===== src/sv/lhb_pkg.sv =====
package lhb_pkg;

  localparam int NumBins = 256;
  localparam int BinW    = 8;
  localparam int CountW  = 32;
  localparam int HeightW = 9;
  localparam int LumaW   = 24;
  localparam int ProdW   = 2 * CountW;

  localparam logic [LumaW-1:0]   LumaWr     = 24'd19595;
  localparam logic [LumaW-1:0]   LumaWg     = 24'd38470;
  localparam logic [LumaW-1:0]   LumaWb     = 24'd7471;
  localparam logic [HeightW-1:0] BarMax     = 9'd256;
  localparam logic [CountW-1:0]  ScaleReset = 32'd2071;

  typedef enum logic [1:0] {
    OP_CLEAR = 2'd0,
    OP_COUNT = 2'd1,
    OP_DRAW  = 2'd2,
    OP_NONE  = 2'd3
  } op_e;

  typedef struct packed {
    op_e             op;
    logic [BinW-1:0] bin;
    logic [BinW-1:0] row;
  } cmd_t;

endpackage


===== src/sv/lhb_front.sv =====
module lhb_front (
  input  logic                          clk_i,
  input  logic                          rst_ni,
  input  logic                          push,
  output logic                          full,
  input  logic [1:0]                    operation_i,
  input  logic [7:0]                    red_i,
  input  logic [7:0]                    green_i,
  input  logic [7:0]                    blue_i,
  input  logic [lhb_pkg::BinW-1:0]      bin_index_i,
  input  logic [lhb_pkg::BinW-1:0]      row_i,
  output logic                          cmd_valid_o,
  output lhb_pkg::cmd_t                 cmd_o,
  input  logic                          cmd_pop_i
);

  logic [lhb_pkg::LumaW-1:0] luma_acc;
  lhb_pkg::op_e              op;
  lhb_pkg::cmd_t             cmd_in;
  lhb_pkg::cmd_t             queue_q [2];
  logic                      wr_ptr_q, rd_ptr_q;
  logic [1:0]                cnt_q, cnt_d;
  logic                      enq;

  // bt.601 luma in q8.16 from q0.16 weights, weights sum to one so no clamp
  assign luma_acc = lhb_pkg::LumaWr * lhb_pkg::LumaW'(red_i)
                  + lhb_pkg::LumaWg * lhb_pkg::LumaW'(green_i)
                  + lhb_pkg::LumaWb * lhb_pkg::LumaW'(blue_i);

  assign op = lhb_pkg::op_e'(operation_i);

  always_comb begin
    cmd_in.op  = op;
    cmd_in.row = row_i;
    cmd_in.bin = (op == lhb_pkg::OP_COUNT) ? luma_acc[23:16] : bin_index_i;
  end

  assign full        = (cnt_q == 2'd2);
  assign cmd_valid_o = (cnt_q != 2'd0);
  assign cmd_o       = queue_q[rd_ptr_q];

  // unused code is taken and dropped
  assign enq = push && !full && (op != lhb_pkg::OP_NONE);

  always_comb begin
    case ({enq, cmd_pop_i})
      2'b10:   cnt_d = cnt_q + 2'd1;
      2'b01:   cnt_d = cnt_q - 2'd1;
      default: cnt_d = cnt_q;
    endcase
  end

  always_ff @(posedge clk_i or negedge rst_ni) begin
    if (!rst_ni) begin
      wr_ptr_q <= 1'b0;
      rd_ptr_q <= 1'b0;
      cnt_q    <= 2'd0;
    end else begin
      cnt_q <= cnt_d;
      if (enq) begin
        wr_ptr_q <= !wr_ptr_q;
      end
      if (cmd_pop_i) begin
        rd_ptr_q <= !rd_ptr_q;
      end
    end
  end

  always_ff @(posedge clk_i) begin
    if (enq) begin
      queue_q[wr_ptr_q] <= cmd_in;
    end
  end

endmodule


===== config.mk =====
export PLATFORM = sky130hd
export DESIGN_NAME = lhb_front
export DESIGN_NICKNAME = d
export VERILOG_FILES = /design/src/sv/lhb_pkg.sv /design/src/sv/lhb_front.sv
export SDC_FILE = /design/constraint.sdc
export NUM_CORES = 1
export LEC_CHECK = 0
export ABC_AREA = 1
export BUFFER_PORTS_ARGS = -buffer_cell sky130_fd_sc_hd__buf_2
export CAP_MARGIN = 10
export CORE_MARGIN = 3
export CORE_UTILIZATION = 50
export CTS_CLUSTER_SIZE = 30
export DETAILED_ROUTE_END_ITERATION = 12
export PLACE_DENSITY_LB_ADDON = 0.3
export SETUP_SLACK_MARGIN = 0.02
export SYNTH_ARGS = -nofsm -noshare
export SYNTH_HDL_FRONTEND = slang
export SYNTH_SLANG_ARGS = --single-unit

===== constraint.sdc =====
create_clock -name clk_i -period 1.8 [get_ports clk_i]
set_clock_uncertainty 0.15 [all_clocks]
set_input_delay 0.54 -clock clk_i [delete_from_list [all_inputs] [get_ports clk_i]]
set_output_delay 0.54 -clock clk_i [all_outputs]
set_load 0.1 [all_outputs]

======== Yosys cells after proc, flatten, opt, wreduce, memory -nomap -nowiden ========
Memory sizes are Yosys's and may differ from the RTL's.
Cells that the tools add are included.
word-level totals
  output and inout bits ................... 20
  word-level logic and storage cells ...... 27
  flip-flop bits (word level) ............. 4
  input port bits ......................... 46
  memories kept ........................... 1
  memory bits (writable) .................. 36
memories
  memory   words  bits a word  rd ports  clocked after Yosys merged registers in  wr ports  RTL line         text
  queue_q  2      18           1         0                                        1         lhb_front.sv:20  lhb_pkg::cmd_t queue_q [2];
operators by class
  equal/unequal tests ..................... 5
  muxes and demuxes ....................... 4
  $mul .................................... 3
  reductions and logical operators ........ 7
  $add $sub $neg .......................... 4
operator list
  kind                     number
  $mul A15 B8 Y23 const A  2
  $add A23 B24 Y24         1
  $add A24 B21 Y24         1
  $mul A13 B8 Y21 const A  1
  $mux W8                  1
  $eq A2 B1 Y1 const B     2
  $eq A2 B2 Y1 const B     2
  $pmux W2 S2              1
  $reduce_bool A2 Y1       2
  $logic_not A1 Y1         3
  $add A2 B1 Y2 const B    1
  $logic_and A1 B1 Y1      2
  $mux W1                  2
  $ne A2 B2 Y1 const B     1
  $sub A2 B1 Y2 const B    1

======== Depth between registers and ports, before layout ========
  depth after elaboration ................. 6
  mapped depth ............................ 33
  mapped depth without buffers ............ 33

======== Least setup slack after synthesis ========
OpenSTA, ideal clock, no wires.
  path type ............................... input -> register
  start ................................... in green_i[5]
  end ..................................... mem queue_q[0][8] (netlist bit) (data pin)
  data required time ...................... 1,393 ps
  arrival time ............................ 6,073 ps
  buffers on the path ..................... 0
  slack ................................... -4,680 ps
  stages .................................. 30
  setup time .............................. 257 ps
  cell sequence ........................... ha_1 inv_1 fa_1 fa_1 inv_1 ha_1 nand2_1 nor2_2 nor2_2 o21ai_4 nand3_1 nand2_2 nand2_1 nand2_1 xor2_1 fa_1 fa_1 inv_1 fa_1 fa_1 inv_1 ha_1 nand2_1 inv_1 nand2_1 nor3_1 a21boi_0 o21ai_0 nand3_1 nand2_1
RTL lines
  item         RTL line         text
  from (decl)  lhb_front.sv:8   input logic [7:0] green_i,
  to (decl)    lhb_front.sv:20

==> flow_summary.json <==
{
  "status": "finished, violations left",
  "violations": "negative setup slack",
  "drive_gt1_frac": 0.305,
  "cts_tree": "done",
  "synth_cells": 915,
  "synth_top_area_share": 0.287,
  "antenna_found_initial": 0,
  "layout_common_cells": "inv_1, buf_4, ha_1",
  "critical_path_class": "input pin to register",
  "r2r-end": "cnt_q[1]",
  "synth_seq_cells": 40,
  "rsz0062_at_grt": "yes",
  "critPathArrivalTime_ps": 6080,
  "clockBufferDepth": 2,
  "die_area_um2": 18000,
  "initial_utilization": 0.514,
  "syn_nets": 1236,
  "pin_count": 66,
  "worstHoldPathType": "input pin to register",
  "cts.sinks": 40,
  "port_buffers": 65,
  "startpoint_type": "input pin",
  "fin_util": 0.692,
  "netlist.top_cell.by_area": "fa_1",
  "preCtsSetupSlack_ps": -4880,
  "finalHoldViolCount": 0,
  "vias_per_cell": 5.01,
  "crit_slowest_cell": "fa_1",
  "reg2regPathDepth": 6,
  "root_buffer": "clkbuf_16",
  "routed_wl_um": 21000,
  "setup_viol": 34,
  "endpoint_kind": "register",
  "drt-wirelength-per-cell_um": 15.5,
  "synth_ff_type": "edfxtp_1",
  "rows": 46,
  "die_x_um": 134,
  "r2r_start": "cnt_q[1]",
  "synth_edf_count": 36,
  "clk_pin_slew_ps": 60,
  "drc_errors": 0,
  "required_ps": 1670,
  "drtPass1Iterations": 5,
  "core_um2": 16000,
  "ant_nets": 0,
  "diodes": 0,
  "grt_pass1_vias": 7261,
  "dp.cells": 1334,
  "async_reset_ff_frac": 0.100,
  "worst_pin_slew_ps": 550,
  "maxClockFrequency_mhz": 161,
  "synth_cell_types": 31,
  "place_congestion": 0.920,
  "grt_use_total": 0.240,
  "grt_overflow_total": 0,
  "grt_pass1_wl_um": 34500,
  "reg2reg_slack_ps": 150,
  "startpoint": "green_i[5]",
  "drtIter0Drc": 312,
  "slowest_delay_ps": 560,
  "worstPathMaxFanout": 4,
  "syn_area_um2": 8220,
  "ys_top_cells_by_area": "fa_1, ha_1, edfxtp_1",
  "die_height_um": 134,
  "nFillCells": 1235,
  "cts_max_level": 2,
  "numCtsBuffers": 5,
  "maxCapViolCount": 0,
  "num_vias": 6786,
  "finalCriticalPeriod_ps": 6210,
  "grt_max_degree": 19,
  "clkLatencyLatePin_ps": 280,
  "worst_slack_ps": -4410,
  "min_period_over_period": 3.45,
  "area_growth_pct": 34.6,
  "yosysSeqAreaShare": 0.144,
  "endpoint": "queue_q[1][13]",
  "layoutNonFillerInstCount": 1355,
  "nets": 1460,
  "slew_violations": 0,
  "synth_warnings": 0,
  "hpwl_um": 17800,
  "hold_slack_ps": 298,
  "relSlewSlack": 0.629,
  "final_common_cell": "inv_1",
  "avgSynthCellArea_um2": 8.98
}
[metal layers]
metal | part of all wire | global-route usage
met1 | 0.41 | 0.307
met2 | 0.51 | 0.424
met3 | 0.060 | 0.0499
met4 | 0.017 | 0.0441
met5 | 0 | 0
[worst min-delay path by stage]
| stage | startpoint | slack [ps] | depth (start not counted) | to |
|---|---|---|---|---|
| detailed placement | rst_ni | 210 | 1 | rd_ptr_q |
| floorplan | rst_ni | 90 | 0 | cnt_q[0] |
| global placement | rst_ni | 200 | 1 | rd_ptr_q |
| global route | row_i[3] | 300 | 1 | queue_q[1][3] |
| finish | row_i[3] | 300 | 1 | queue_q[1][3] |
| CTS | row_i[3] | 290 | 1 | queue_q[1][3] |
[cells in the mapped netlist (3+ instances only)]
cell type and count:
inv_1 261, ha_1 157, nand2_1 147, fa_1 118, nor2_1 38, edfxtp_1 36, a21oi_1 31, nand3_1 28
mux2_2 18, o21ai_0 12, xor2_1 12, nor3_1 6, o21bai_1 6, xnor2_1 6, dfrtp_1 4, nand4_1 4
nor2_2 4, or2_2 4, a21o_1 3, a31oi_1 3
[stage by stage]
stage / setup TNS [ps] / cell area [um2]
2_1_floorplan: -70890 / 8380
3_3_place_gp: -75260 / 10300
3_5_place_dp: -76750 / 10300
4_1_cts: -76360 / 10700
5_1_grt: -79880 / 11100
6_report: -75100 / 11100
[cell families after synthesis]
group / count (synthesis) / share of synthesized area
muxes: 18 / 0.0247
DFF: 40 / 0.144
AOI/OAI and AO/OA: 62 / 0.0440
xor gates and xnor gates: 18 / 0.0192
buffers and inverters: 263 / 0.120
adders and majority gates: 275 / 0.526
and+or+nand+nor: 239 / 0.122
[final cells by class]
type	count	area (um2)	area share
multi-input combinational	612	6620	0.598
timing repair buffer	219	1880	0.170
sequential	40	1180	0.107
inverter	261	980	0.0885
tap	216	270	0.0244
clock buffer	6	129	0.0116
clock inverter	1	5.00	0.000452
[worst max-delay path, delay by kind of cell]
family | cells | cell delay, ps
compound gates | 2 | 170
xor+xnor | 1 | 180
fa+ha+maj | 9 | 3650
buf+inv | 5 | 310
simple gates | 15 | 1230
[timing repair]
action,in CTS,in global routing
endpoints found under the setup margin,36,36
gates cloned,1,2
resized for setup,35,70
hold buffers,1,0
buffers inserted,10,1
pin swaps,29,26
endpoints found under the hold margin,4,0
[sequential cells by signal (all words and copies together) (netlist names)]
signal	cells
rd_ptr_q	1
wr_ptr_q	1
cnt_q	2
queue_q	36
Power is left out: the tool's default activity adds up to more than one toggle a clock period on the data nets, which glitch-free logic cannot reach.
